--- src/rtl/param_string_stack_interpreter_unit_macros.svh ---
// assertion macros for the parameter string stack interpreter
`ifndef PARAM_STRING_STACK_INTERPRETER_UNIT_MACROS_SVH
`define PARAM_STRING_STACK_INTERPRETER_UNIT_MACROS_SVH

// antecedent implies consequent in the same cycle
`define PSSI_ASSERT_SAME(lbl, ante, cons) \
    lbl: assert property (@(posedge clk) disable iff (!rst_n) (ante) |-> (cons)) \
        else $error("pssi assertion failed");

// antecedent implies consequent in the following cycle
`define PSSI_ASSERT_NEXT(lbl, ante, cons) \
    lbl: assert property (@(posedge clk) disable iff (!rst_n) (ante) |=> (cons)) \
        else $error("pssi assertion failed");

`endif

--- src/rtl/pssi_pkg.sv ---
// shared types and constants for the parameter string stack interpreter
`timescale 1ns / 1ps

package pssi_pkg;

    localparam int PSSI_STACK_DEPTH = 32;
    localparam int PSSI_PARAM_COUNT = 9;
    localparam logic [7:0] PSSI_NULL_CODE = 8'h80;
    localparam logic [7:0] PSSI_ASCII_ZERO = 8'h30;
    localparam logic [7:0] PSSI_ASCII_MINUS = 8'h2d;
    localparam logic [31:0] PSSI_RECIP_TEN = 32'hcccccccd;
    localparam int PSSI_MAX_DIGITS = 10;

    typedef enum logic [3:0] {
        MODE_LOAD      = 4'd0,
        MODE_NULL      = 4'd1,
        MODE_LITERAL   = 4'd2,
        MODE_OUTCHAR   = 4'd3,
        MODE_OUTDEC    = 4'd4,
        MODE_PUSHPARAM = 4'd5,
        MODE_PUSHCONST = 4'd6,
        MODE_ADD       = 4'd7,
        MODE_SUB       = 4'd8,
        MODE_MUL       = 4'd9,
        MODE_DIV       = 4'd10,
        MODE_MOD       = 4'd11,
        MODE_INC       = 4'd12,
        MODE_END       = 4'd13
    } mode_t;

    typedef enum logic [4:0] {
        DP_NOP,
        DP_LATCH,
        DP_LOAD_PARAM,
        DP_INC,
        DP_SET_PARAM,
        DP_SET_CONST,
        DP_POP_REQ,
        DP_POP_B,
        DP_POP_A,
        DP_ALU,
        DP_DIV_ZERO,
        DP_DIV_START,
        DP_DIV_STEP,
        DP_DIV_FIN,
        DP_PUSH,
        DP_EMIT,
        DP_DEC_START,
        DP_DEC_MUL,
        DP_DEC_SUB
    } dp_op_t;

    typedef enum logic [2:0] {
        EM_NULL,
        EM_LIT,
        EM_LOWB,
        EM_MINUS,
        EM_DIGIT,
        EM_END
    } emit_t;

    typedef enum logic [3:0] {
        S_IDLE,
        S_DECODE,
        S_POP_B_REQ,
        S_POP_B,
        S_POP_A_REQ,
        S_POP_A,
        S_ARITH,
        S_DIV,
        S_DIV_FIN,
        S_PUSH,
        S_EMIT_ONE,
        S_DEC_START,
        S_DEC_MINUS,
        S_DEC_MUL,
        S_DEC_SUB,
        S_DEC_EMIT
    } state_t;

    typedef struct packed {
        dp_op_t     op;
        emit_t      em;
        logic [3:0] mode;
    } cmd_t;

    typedef struct packed {
        logic b_zero;
        logic b_neg;
        logic div_last;
        logic dec_more;
        logic k_one;
        logic out_free;
    } status_t;

endpackage

--- src/rtl/pssi_ctrl.sv ---
// sequencer for the parameter string stack interpreter
`timescale 1ns / 1ps

module pssi_ctrl
    import pssi_pkg::*;
(
    input  logic       clk,
    input  logic       rst_n,
    input  logic       in_valid,
    input  logic [3:0] mode,
    output logic       in_stall,
    input  status_t    status,
    output cmd_t       cmd
);

    state_t     state_reg, state_next;
    logic [3:0] mode_reg, mode_next;

    always_ff @(posedge clk or negedge rst_n)
    begin
        if (!rst_n)
        begin
            state_reg <= S_IDLE;
            mode_reg  <= MODE_NULL;
        end
        else
        begin
            state_reg <= state_next;
            mode_reg  <= mode_next;
        end
    end

    always_comb
    begin
        state_next = state_reg;
        mode_next  = mode_reg;
        cmd.op     = DP_NOP;
        cmd.em     = EM_NULL;
        cmd.mode   = mode_reg;
        in_stall   = (state_reg != S_IDLE);
        unique case (state_reg)
            S_IDLE:
            begin
                if (in_valid)
                begin
                    cmd.op     = DP_LATCH;
                    mode_next  = mode;
                    state_next = S_DECODE;
                end
            end
            S_DECODE:
            begin
                unique case (mode_reg)
                    MODE_LOAD:
                    begin
                        cmd.op     = DP_LOAD_PARAM;
                        state_next = S_IDLE;
                    end
                    MODE_NULL, MODE_LITERAL, MODE_END:
                        state_next = S_EMIT_ONE;
                    MODE_OUTCHAR, MODE_OUTDEC, MODE_ADD, MODE_SUB, MODE_MUL,
                    MODE_DIV, MODE_MOD:
                        state_next = S_POP_B_REQ;
                    MODE_PUSHPARAM:
                    begin
                        cmd.op     = DP_SET_PARAM;
                        state_next = S_PUSH;
                    end
                    MODE_PUSHCONST:
                    begin
                        cmd.op     = DP_SET_CONST;
                        state_next = S_PUSH;
                    end
                    MODE_INC:
                    begin
                        cmd.op     = DP_INC;
                        state_next = S_IDLE;
                    end
                    default:
                        state_next = S_IDLE;
                endcase
            end
            S_POP_B_REQ:
            begin
                cmd.op     = DP_POP_REQ;
                state_next = S_POP_B;
            end
            S_POP_B:
            begin
                cmd.op = DP_POP_B;
                if (mode_reg == MODE_OUTCHAR)
                    state_next = S_EMIT_ONE;
                else if (mode_reg == MODE_OUTDEC)
                    state_next = S_DEC_START;
                else
                    state_next = S_POP_A_REQ;
            end
            S_POP_A_REQ:
            begin
                cmd.op     = DP_POP_REQ;
                state_next = S_POP_A;
            end
            S_POP_A:
            begin
                cmd.op     = DP_POP_A;
                state_next = S_ARITH;
            end
            S_ARITH:
            begin
                if (mode_reg == MODE_DIV || mode_reg == MODE_MOD)
                begin
                    if (status.b_zero)
                    begin
                        cmd.op     = DP_DIV_ZERO;
                        state_next = S_PUSH;
                    end
                    else
                    begin
                        cmd.op     = DP_DIV_START;
                        state_next = S_DIV;
                    end
                end
                else
                begin
                    cmd.op     = DP_ALU;
                    state_next = S_PUSH;
                end
            end
            S_DIV:
            begin
                cmd.op = DP_DIV_STEP;
                if (status.div_last)
                    state_next = S_DIV_FIN;
            end
            S_DIV_FIN:
            begin
                cmd.op     = DP_DIV_FIN;
                state_next = S_PUSH;
            end
            S_PUSH:
            begin
                cmd.op     = DP_PUSH;
                state_next = S_IDLE;
            end
            S_EMIT_ONE:
            begin
                if (mode_reg == MODE_NULL)
                    cmd.em = EM_NULL;
                else if (mode_reg == MODE_LITERAL)
                    cmd.em = EM_LIT;
                else if (mode_reg == MODE_OUTCHAR)
                    cmd.em = EM_LOWB;
                else
                    cmd.em = EM_END;
                if (status.out_free)
                begin
                    cmd.op     = DP_EMIT;
                    state_next = S_IDLE;
                end
            end
            S_DEC_START:
            begin
                cmd.op     = DP_DEC_START;
                state_next = status.b_neg ? S_DEC_MINUS : S_DEC_MUL;
            end
            S_DEC_MINUS:
            begin
                cmd.em = EM_MINUS;
                if (status.out_free)
                begin
                    cmd.op     = DP_EMIT;
                    state_next = S_DEC_MUL;
                end
            end
            S_DEC_MUL:
            begin
                cmd.op     = DP_DEC_MUL;
                state_next = S_DEC_SUB;
            end
            S_DEC_SUB:
            begin
                cmd.op     = DP_DEC_SUB;
                state_next = status.dec_more ? S_DEC_MUL : S_DEC_EMIT;
            end
            S_DEC_EMIT:
            begin
                cmd.em = EM_DIGIT;
                if (status.out_free)
                begin
                    cmd.op = DP_EMIT;
                    if (status.k_one)
                        state_next = S_IDLE;
                end
            end
            default:
                state_next = S_IDLE;
        endcase
    end

endmodule

--- src/rtl/pssi_dp.sv ---
// datapath: operand stack, parameters, alu, divider, decimal converter, output register
`timescale 1ns / 1ps

module pssi_dp
    import pssi_pkg::*;
#(
    parameter int STACK_DEPTH = PSSI_STACK_DEPTH,
    parameter int PARAM_COUNT = PSSI_PARAM_COUNT
)
(
    input  logic               clk,
    input  logic               rst_n,
    input  cmd_t               cmd,
    output status_t            status,
    input  logic [7:0]         operand,
    input  logic signed [31:0] load_value,
    input  logic               out_stall,
    output logic               out_valid,
    output logic [7:0]         out_byte,
    output logic               last,
    output logic               error
);

    localparam int CW = $clog2(STACK_DEPTH + 1);
    localparam int AW = $clog2(STACK_DEPTH);
    localparam int PW = (PARAM_COUNT > 1) ? $clog2(PARAM_COUNT) : 1;

    logic [31:0] stack_mem [STACK_DEPTH];
    logic [31:0] param_reg [PARAM_COUNT];

    logic [CW-1:0] count_reg;
    logic          fault_reg;
    logic          under_reg;
    logic [31:0]   rd_data_reg;
    logic [7:0]    opnd_reg;
    logic [31:0]   lval_reg;
    logic [31:0]   a_reg, b_reg, res_reg;

    // restoring divider on magnitudes
    logic [31:0] rem_reg, quo_reg, dvs_reg;
    logic [4:0]  dcnt_reg;

    // decimal conversion
    logic [31:0] m_reg;
    logic [28:0] q_reg;
    logic [3:0]  dig_reg [PSSI_MAX_DIGITS];
    logic [3:0]  k_reg;

    logic       out_valid_reg;
    logic [7:0] out_byte_reg;
    logic       last_reg, error_reg;

    logic          idx_ok;
    logic [PW-1:0] pidx;
    logic          out_free;
    logic [31:0]   pop_val;
    logic [31:0]   mag_a, mag_b;
    logic [32:0]   trial;
    logic [31:0]   rem_shift;
    logic [63:0]   q_prod;
    logic [31:0]   q_ext;
    logic [31:0]   dig_full;
    logic [7:0]    emit_byte;
    logic [3:0]    k_dec;

    assign idx_ok    = (opnd_reg != 8'd0) && (opnd_reg <= 8'(PARAM_COUNT));
    assign pidx      = PW'(opnd_reg - 8'd1);
    assign out_free  = !out_valid_reg || !out_stall;
    assign pop_val   = under_reg ? 32'd0 : rd_data_reg;
    assign mag_a     = a_reg[31] ? (32'd0 - a_reg) : a_reg;
    assign mag_b     = b_reg[31] ? (32'd0 - b_reg) : b_reg;
    assign rem_shift = {rem_reg[30:0], quo_reg[31]};
    assign trial     = {1'b0, rem_shift} - {1'b0, dvs_reg};
    assign q_prod    = m_reg * PSSI_RECIP_TEN;
    assign q_ext     = {3'd0, q_reg};
    assign dig_full  = m_reg - (q_ext << 3) - (q_ext << 1);
    assign k_dec     = k_reg - 4'd1;

    always_comb
    begin
        case (cmd.em)
            EM_NULL:  emit_byte = PSSI_NULL_CODE;
            EM_LIT:   emit_byte = opnd_reg;
            EM_LOWB:  emit_byte = b_reg[7:0];
            EM_MINUS: emit_byte = PSSI_ASCII_MINUS;
            EM_DIGIT: emit_byte = PSSI_ASCII_ZERO + {4'd0, dig_reg[k_dec]};
            default:  emit_byte = 8'd0;
        endcase
    end

    assign status.b_zero   = (b_reg == 32'd0);
    assign status.b_neg    = b_reg[31];
    assign status.div_last = (dcnt_reg == 5'd31);
    assign status.dec_more = (q_reg != 29'd0) && (k_reg < 4'(PSSI_MAX_DIGITS - 1));
    assign status.k_one    = (k_reg == 4'd1);
    assign status.out_free = out_free;

    // stack storage, write and registered read
    always_ff @(posedge clk)
    begin
        if (cmd.op == DP_PUSH && count_reg != CW'(STACK_DEPTH))
            stack_mem[count_reg[AW-1:0]] <= res_reg;
        if (cmd.op == DP_POP_REQ && count_reg != '0)
            rd_data_reg <= stack_mem[AW'(count_reg - CW'(1))];
    end

    // control state
    always_ff @(posedge clk or negedge rst_n)
    begin
        if (!rst_n)
        begin
            count_reg     <= '0;
            fault_reg     <= 1'b0;
            out_valid_reg <= 1'b0;
            for (int i = 0; i < PARAM_COUNT; i++)
                param_reg[i] <= 32'd0;
        end
        else
        begin
            if (out_valid_reg && !out_stall)
                out_valid_reg <= 1'b0;
            case (cmd.op)
                DP_LOAD_PARAM:
                begin
                    if (idx_ok)
                        param_reg[pidx] <= lval_reg;
                    else
                        fault_reg <= 1'b1;
                end
                DP_INC:
                begin
                    param_reg[0] <= param_reg[0] + 32'd1;
                    param_reg[1] <= param_reg[1] + 32'd1;
                end
                DP_SET_PARAM:
                    if (!idx_ok)
                        fault_reg <= 1'b1;
                DP_POP_REQ:
                begin
                    if (count_reg == '0)
                        fault_reg <= 1'b1;
                    else
                        count_reg <= count_reg - CW'(1);
                end
                DP_DIV_ZERO:
                    fault_reg <= 1'b1;
                DP_PUSH:
                begin
                    if (count_reg == CW'(STACK_DEPTH))
                        fault_reg <= 1'b1;
                    else
                        count_reg <= count_reg + CW'(1);
                end
                DP_EMIT:
                begin
                    out_valid_reg <= 1'b1;
                    if (cmd.em == EM_END)
                        count_reg <= '0;
                end
                default:
                begin
                end
            endcase
        end
    end

    // payload registers
    always_ff @(posedge clk)
    begin
        case (cmd.op)
            DP_LATCH:
            begin
                opnd_reg <= operand;
                lval_reg <= load_value;
            end
            DP_SET_PARAM:
                res_reg <= idx_ok ? param_reg[pidx] : 32'd0;
            DP_SET_CONST:
                res_reg <= {24'd0, opnd_reg};
            DP_POP_REQ:
                under_reg <= (count_reg == '0);
            DP_POP_B:
                b_reg <= pop_val;
            DP_POP_A:
                a_reg <= pop_val;
            DP_ALU:
            begin
                if (cmd.mode == MODE_ADD)
                    res_reg <= a_reg + b_reg;
                else if (cmd.mode == MODE_SUB)
                    res_reg <= a_reg - b_reg;
                else
                    res_reg <= a_reg * b_reg;
            end
            DP_DIV_ZERO:
                res_reg <= 32'd0;
            DP_DIV_START:
            begin
                rem_reg  <= 32'd0;
                quo_reg  <= mag_a;
                dvs_reg  <= mag_b;
                dcnt_reg <= 5'd0;
            end
            DP_DIV_STEP:
            begin
                if (!trial[32])
                    rem_reg <= trial[31:0];
                else
                    rem_reg <= rem_shift;
                quo_reg  <= {quo_reg[30:0], !trial[32]};
                dcnt_reg <= dcnt_reg + 5'd1;
            end
            DP_DIV_FIN:
            begin
                if (cmd.mode == MODE_DIV)
                    res_reg <= (a_reg[31] != b_reg[31]) ? (32'd0 - quo_reg) : quo_reg;
                else
                    res_reg <= a_reg[31] ? (32'd0 - rem_reg) : rem_reg;
            end
            DP_DEC_START:
            begin
                m_reg <= mag_b;
                k_reg <= 4'd0;
            end
            DP_DEC_MUL:
                q_reg <= q_prod[63:35];
            DP_DEC_SUB:
            begin
                dig_reg[k_reg] <= dig_full[3:0];
                k_reg          <= k_reg + 4'd1;
                m_reg          <= q_ext;
            end
            DP_EMIT:
            begin
                out_byte_reg <= emit_byte;
                last_reg     <= (cmd.em == EM_END);
                error_reg    <= (cmd.em == EM_END) && fault_reg;
                if (cmd.em == EM_DIGIT)
                    k_reg <= k_dec;
            end
            default:
            begin
            end
        endcase
    end

    assign out_valid = out_valid_reg;
    assign out_byte  = out_byte_reg;
    assign last      = last_reg;
    assign error     = error_reg;

endmodule

--- src/rtl/param_string_stack_interpreter_unit.sv ---
// top level of the parameter string stack interpreter
`timescale 1ns / 1ps
// usage
// - input channel (in_valid / in_stall) carries one code element per request:
//   mode, operand and load_value; parameters are loaded first with the load mode
// - output channel (out_valid / out_stall) carries generated bytes with last and
//   error; error is the sticky fault flag and is meaningful only with last
// - one request is worked on at a time; in_stall stays high until it is done
// - load, inc and unused modes finish in decode; null, literal and end emit one
//   byte after any wait on the output register; pushes go to push; outchar pops
//   then emits; add, sub, mul pop two operands, compute and push; div and mod
//   with a nonzero divisor run the one-bit-per-cycle restoring divider; outdec
//   runs the multiply-by-reciprocal digit loop, then emits a byte per free cycle
// - first output byte appears in the cycle after its emit step, from a register
// - a stalled output holds its byte; the sequencer waits at the next emit step
//   while work that emits nothing continues
// - reset empties the stack, clears parameters and the fault flag; stack entries
//   are never read unless pushed, so no clearing pass is needed
module param_string_stack_interpreter_unit
    import pssi_pkg::*;
#(
    parameter int STACK_DEPTH = PSSI_STACK_DEPTH,
    parameter int PARAM_COUNT = PSSI_PARAM_COUNT
)
(
    input  logic               clk,
    input  logic               rst_n,
    input  logic               in_valid,
    output logic               in_stall,
    input  logic [3:0]         mode,
    input  logic [7:0]         operand,
    input  logic signed [31:0] load_value,
    output logic               out_valid,
    input  logic               out_stall,
    output logic [7:0]         out_byte,
    output logic               last,
    output logic               error
);

`include "param_string_stack_interpreter_unit_macros.svh"

    cmd_t    cmd;
    status_t status;

    // sequencer
    pssi_ctrl u_ctrl (
        .clk      (clk),
        .rst_n    (rst_n),
        .in_valid (in_valid),
        .mode     (mode),
        .in_stall (in_stall),
        .status   (status),
        .cmd      (cmd)
    );

    // stack, arithmetic and output register
    pssi_dp #(
        .STACK_DEPTH (STACK_DEPTH),
        .PARAM_COUNT (PARAM_COUNT)
    ) u_dp (
        .clk        (clk),
        .rst_n      (rst_n),
        .cmd        (cmd),
        .status     (status),
        .operand    (operand),
        .load_value (load_value),
        .out_stall  (out_stall),
        .out_valid  (out_valid),
        .out_byte   (out_byte),
        .last       (last),
        .error      (error)
    );

    // an accepted request keeps the input stalled while it runs
    `PSSI_ASSERT_NEXT(a_busy_after_accept, in_valid && !in_stall, in_stall)
    // emits are only issued when the output register can take them
    `PSSI_ASSERT_SAME(a_emit_when_free, cmd.op == DP_EMIT, status.out_free)
    // error flag only rides on the terminating byte
    `PSSI_ASSERT_SAME(a_error_with_last, out_valid && error, last)

endmodule
--- config.mk ---
export PLATFORM = sky130hd
export DESIGN_NAME = param_string_stack_interpreter_unit
export DESIGN_NICKNAME = d
export VERILOG_FILES = /design/src/rtl/pssi_pkg.sv /design/src/rtl/pssi_ctrl.sv /design/src/rtl/pssi_dp.sv /design/src/rtl/param_string_stack_interpreter_unit.sv
export VERILOG_INCLUDE_DIRS = /design/src /design/src/rtl
export SDC_FILE = /design/constraint.sdc
export NUM_CORES = 2
export LEC_CHECK = 0
export ABC_AREA = 1
export BUFFER_PORTS_ARGS = -buffer_cell sky130_fd_sc_hd__clkbuf_2
export CORE_MARGIN = 2
export CORE_UTILIZATION = 52
export CTS_CLUSTER_SIZE = 10
export DETAILED_ROUTE_END_ITERATION = 10
export PLACE_DENSITY = 0.76
export SLEW_MARGIN = 10
export SYNTH_ARGS = -nofsm -noshare
export SYNTH_HDL_FRONTEND = slang
export SYNTH_HIERARCHICAL = 1
export SYNTH_SLANG_ARGS = --single-unit
--- constraint.sdc ---
create_clock -name clk -period 14.9 [get_ports clk]
set_input_delay 0.745 -clock clk [delete_from_list [all_inputs] [get_ports clk]]
set_output_delay 0.745 -clock clk [all_outputs]
set_load 0.05 [all_outputs]
==> run_summary.xml <==
<?xml version="1.0" encoding="UTF-8"?>
<metrics>
  <group name="run_status">
    <metric name="status" unit="">completed</metric>
  </group>
  <group name="timing">
    <metric name="finalMaxSlewViolations" unit="">0</metric>
    <metric name="maxClockFrequency" unit="MHz">122.6</metric>
    <metric name="tightest_slew" unit="ns">1.387</metric>
    <metric name="min_period" unit="ns">8.156</metric>
    <metric name="finClkSkew" unit="ns">0.05317</metric>
    <metric name="min_period_over_period" unit="%">54.74</metric>
    <metric name="final.setup.worst_slack" unit="ns">6.744</metric>
    <metric name="setup_tns" unit="ns">0</metric>
    <metric name="number_of_endpoints_failing_setup_at_the_final_stage" unit="">0</metric>
    <metric name="max_slew_margin" unit="%">7.520</metric>
    <metric name="rsz0062_at_grt" unit="">false</metric>
    <metric name="hold_viol_final" unit="">0</metric>
  </group>
  <group name="setup_path">
    <metric name="cp.required" unit="ns">15.42</metric>
    <metric name="worstSetupEndpointType" unit="">register</metric>
    <metric name="worst-r2r-setup-slack" unit="ns">6.74</metric>
    <metric name="critPathMaxFanout" unit="">24</metric>
    <metric name="worst_r2r_path_cells" unit="">21</metric>
    <metric name="r2r_path_start" unit="">u_dp/b_reg[11]</metric>
    <metric name="worstSetupPathType" unit="">reg2reg</metric>
    <metric name="worstSetupStartpoint" unit="">u_dp/b_reg[11]</metric>
    <metric name="cp.arrival" unit="ns">8.68</metric>
    <metric name="worstSetupEndpoint" unit="">u_dp/res_reg[28]</metric>
    <metric name="worstSetupStartpointType" unit="">register</metric>
    <metric name="reg2reg_to" unit="">u_dp/res_reg[28]</metric>
  </group>
  <group name="synth">
    <metric name="yosys_most_used_dff" unit="">sky130_fd_sc_hd__edfxtp_1</metric>
    <metric name="synth-async-reset-ratio" unit="%">17.75</metric>
    <metric name="syn_avg_cell_area" unit="um^2">9.614</metric>
    <metric name="synth-warning-count" unit="">6</metric>
    <metric name="syn-cell-area" unit="um^2">113600</metric>
    <metric name="synth_cell_types" unit="">79</metric>
    <metric name="count_of_flip_flops_with_a_built_in_enable_after_synthesis" unit="">1409</metric>
    <metric name="ys_seq_area_share" unit="%">43.94</metric>
    <metric name="synthCells" unit="">11817</metric>
    <metric name="synthesis.nets" unit="">13270</metric>
    <metric name="flip_flop_and_latch_count_after_synthesis" unit="">1713</metric>
  </group>
  <group name="grt">
    <metric name="grt_antenna_before_repair" unit="">8</metric>
    <metric name="first_global_vias" unit="">89039</metric>
    <metric name="global_route_wire_length_before_repair" unit="um">545400</metric>
    <metric name="global_route.overflow_total" unit="">0</metric>
    <metric name="track_usage" unit="%">32.36</metric>
    <metric name="grt_max_degree" unit="">214</metric>
  </group>
  <group name="die">
    <metric name="floorplan.rows" unit="">171</metric>
    <metric name="die_w" unit="um">471.4</metric>
    <metric name="effective_utilization_at_floorplan" unit="%">52.32</metric>
    <metric name="std_cell_core_area" unit="um^2">217200</metric>
    <metric name="die_y" unit="um">471.4</metric>
    <metric name="floorplan.die_area" unit="um^2">222200</metric>
    <metric name="io_pins" unit="">60</metric>
  </group>
  <group name="finish">
    <metric name="drive_gt1_share" unit="%">5.075</metric>
    <metric name="n_fill_cell" unit="">18014</metric>
    <metric name="multiInputGateArea" unit="um^2">54400</metric>
    <metric name="largest_register_ff_count" unit="">1024</metric>
    <metric name="most_common_library_cell_in_the_layout_ignoring_fill_and_taps" unit="">sky130_fd_sc_hd__inv_1</metric>
    <metric name="mostFrequentLayoutCells" unit="">sky130_fd_sc_hd__inv_1, sky130_fd_sc_hd__nand2_1, sky130_fd_sc_hd__edfxtp_1</metric>
    <metric name="area.growth.synth_to_final" unit="%">7.869</metric>
    <metric name="layout.area.seq" unit="um^2">49920</metric>
    <metric name="total_nets_final" unit="">13118</metric>
  </group>
  <group name="detailed_routing">
    <metric name="detailedRoute.firstIterationViolations" unit="">11640</metric>
    <metric name="wl" unit="um">362700</metric>
    <metric name="antenna_violating_nets_post_route" unit="">0</metric>
    <metric name="dr.pass1.iters" unit="">9</metric>
    <metric name="drt-vias-per-instance" unit="">6.139</metric>
    <metric name="drc" unit="">0</metric>
    <metric name="routedWlPerCell" unit="um">24.81</metric>
    <metric name="dr_total_vias" unit="">89759</metric>
  </group>
  <group name="clocking">
    <metric name="post-cts-setup-buffers" unit="">0</metric>
    <metric name="clock_insertion_delay_worst_skew" unit="ns">0.85</metric>
    <metric name="cts_root_buffer" unit="">sky130_fd_sc_hd__clkbuf_16</metric>
    <metric name="max-clock-path-buffers" unit="">3</metric>
    <metric name="cts_num_sinks" unit="">1713</metric>
    <metric name="clkSlewWorstSetupHoldPaths" unit="ns">0.06</metric>
    <metric name="cts_max_level" unit="">4</metric>
    <metric name="tritoncts.num_buffers" unit="">193</metric>
    <metric name="tritoncts_clock_tree" unit="">done</metric>
    <metric name="cts-resized-gates" unit="">0</metric>
  </group>
  <group name="placed_design">
    <metric name="post-dp-hpwl" unit="um">252000</metric>
    <metric name="preCtsSetupSlack" unit="ns">6.982</metric>
    <metric name="portBuffers" unit="">59</metric>
    <metric name="place.gp.congestion" unit="">1.066</metric>
  </group>
  <group name="flow_run">
    <metric name="drv.max_cap_violation_count" unit="">0</metric>
  </group>
  <group name="hold_path">
    <metric name="class_of_the_tightest_hold_or_removal_check" unit="">in2reg</metric>
  </group>
</metrics>
## kinds of logic (layout without fill, tap and decap cells)
| kind of cell | after synthesis | after routing | synth area share (%) |
|---|---|---|---|
| AND/OR/NAND/NOR | 3492 | 3492 | 12.61 |
| buffers and inverters | 2569 | 2515 | 8.564 |
| AO/OA/AOI/OAI | 2462 | 2462 | 12.59 |
| flip-flops | 1713 | 1713 | 43.94 |
| adder cells (fa/ha/maj) | 1405 | 1405 | 20.93 |
| XOR/XNOR | 174 | 174 | 1.348 |
| multiplexers | 2 | 2 | 0.01872 |
| other | 0 | 4 | 0 |
## metrics by stage
step / instances / hold slack (ns) / utilization, % / area [um^2]
2_1_floorplan: 11817 / 0.4243 / - / 113600
5_1_grt: 14618 / 0.01615 / 56.43 / 122500
3_3_place_gp: 14318 / 0.4602 / 53.83 / 116900
3_5_place_dp: 14320 / 0.4678 / 53.85 / 117000
4_1_cts: 14614 / 0.008394 / 56.40 / 122500
6_report: 14621 / 0.06672 / 56.43 / 122600
## how the worst min path moves through the flow
stage                   startpoint                   to  slack (ns)  depth (start not counted)
6_report                operand[4]     u_dp/opnd_reg[4]        0.07                          1
5_1_grt                 operand[4]     u_dp/opnd_reg[4]        0.02                          1
4_1_cts                 operand[4]     u_dp/opnd_reg[4]       0.008                          1
3_5_place_dp   u_dp/param_reg[170]  u_dp/param_reg[170]        0.47                          2
3_3_place_gp   u_dp/param_reg[172]  u_dp/param_reg[172]        0.46                          2
2_1_floorplan       u_dp/fault_reg       u_dp/fault_reg        0.42                          2
## repair_timing
action,in CTS,in global routing
setup endpoints to repair,0,0
hold buffers,1,0
hold endpoints to repair,68,0
## critical path, stage by stage (launching register included)
cell and delay (ns):
sky130_fd_sc_hd__edfxtp_1 1.24, sky130_fd_sc_hd__ha_1 0.46, sky130_fd_sc_hd__fa_1 0.46, sky130_fd_sc_hd__inv_1 0.08, sky130_fd_sc_hd__fa_1 0.43, sky130_fd_sc_hd__fa_1 0.55, sky130_fd_sc_hd__inv_1 0.06, sky130_fd_sc_hd__fa_1 0.44
sky130_fd_sc_hd__fa_1 0.48, sky130_fd_sc_hd__fa_1 0.56, sky130_fd_sc_hd__fa_1 0.45, sky130_fd_sc_hd__fa_1 0.45, sky130_fd_sc_hd__ha_1 0.34, sky130_fd_sc_hd__a21oi_1 0.21, sky130_fd_sc_hd__o21ai_0 0.14, sky130_fd_sc_hd__a221oi_1 0.35
sky130_fd_sc_hd__nand3_1 0.16, sky130_fd_sc_hd__xor2_1 0.20, sky130_fd_sc_hd__o21ai_0 0.24, sky130_fd_sc_hd__nand2_1 0.12, sky130_fd_sc_hd__nand3_1 0.27, sky130_fd_sc_hd__nand3_1 0.11
## Yosys cell counts, drive strengths merged (8+ instances only)
cell | count | area [um^2]
clkbuf | 473 | 1777
o22ai | 102 | 638.1
buf | 86 | 407.9
o21bai | 21 | 161.4
or2 | 17 | 106.4
a21o | 13 | 97.59
ha | 579 | 7244
a31oi | 86 | 538.0
edfxtp | 1409 | 42310
o21a | 17 | 127.6
o21ai | 1222 | 6131
dfrtp | 303 | 7582
nand2 | 1749 | 6588
o221ai | 244 | 2137
a32oi | 48 | 420.4
o311ai | 9 | 78.83
nand3b | 14 | 105.1
xnor2 | 42 | 367.9
a22oi | 55 | 412.9
nor3 | 100 | 578.1
xor2 | 132 | 1164
inv | 2005 | 7526
o211ai | 49 | 367.9
nand3 | 341 | 1732
fa | 826 | 16540
a21oi | 541 | 2726
nor2 | 1150 | 4372
nand4 | 80 | 538.0
o31ai | 14 | 110.1
nor4 | 35 | 270.3
a21boi | 8 | 60.06
## final cells by class
| type | instances | share of cell area (%) |
|---|---|---|
| multi-input combinational | 7535 | 44.39 |
| clock buffer | 270 | 4.193 |
| tap | 2854 | 2.914 |
| sequential | 1713 | 40.74 |
| inverter | 2010 | 6.173 |
| clock inverter | 23 | 0.3134 |
| antenna | 4 | 0.008168 |
| timing repair buffer | 212 | 1.274 |
## metal layers
metal | vias up | share of wire (%) | track usage, %
met4 | 6 | 6.3 | 18.02
met1 | 43918 | 37 | 42.46
met3 | 1118 | 11 | 6.528
li1 | 38969 | - | -
met2 | 5748 | 46 | 50.49
met5 | - | 0.0099 | 0
Power is not shown: default switching activity piles up to over one toggle a cycle in this logic, so the estimate is an artifact.
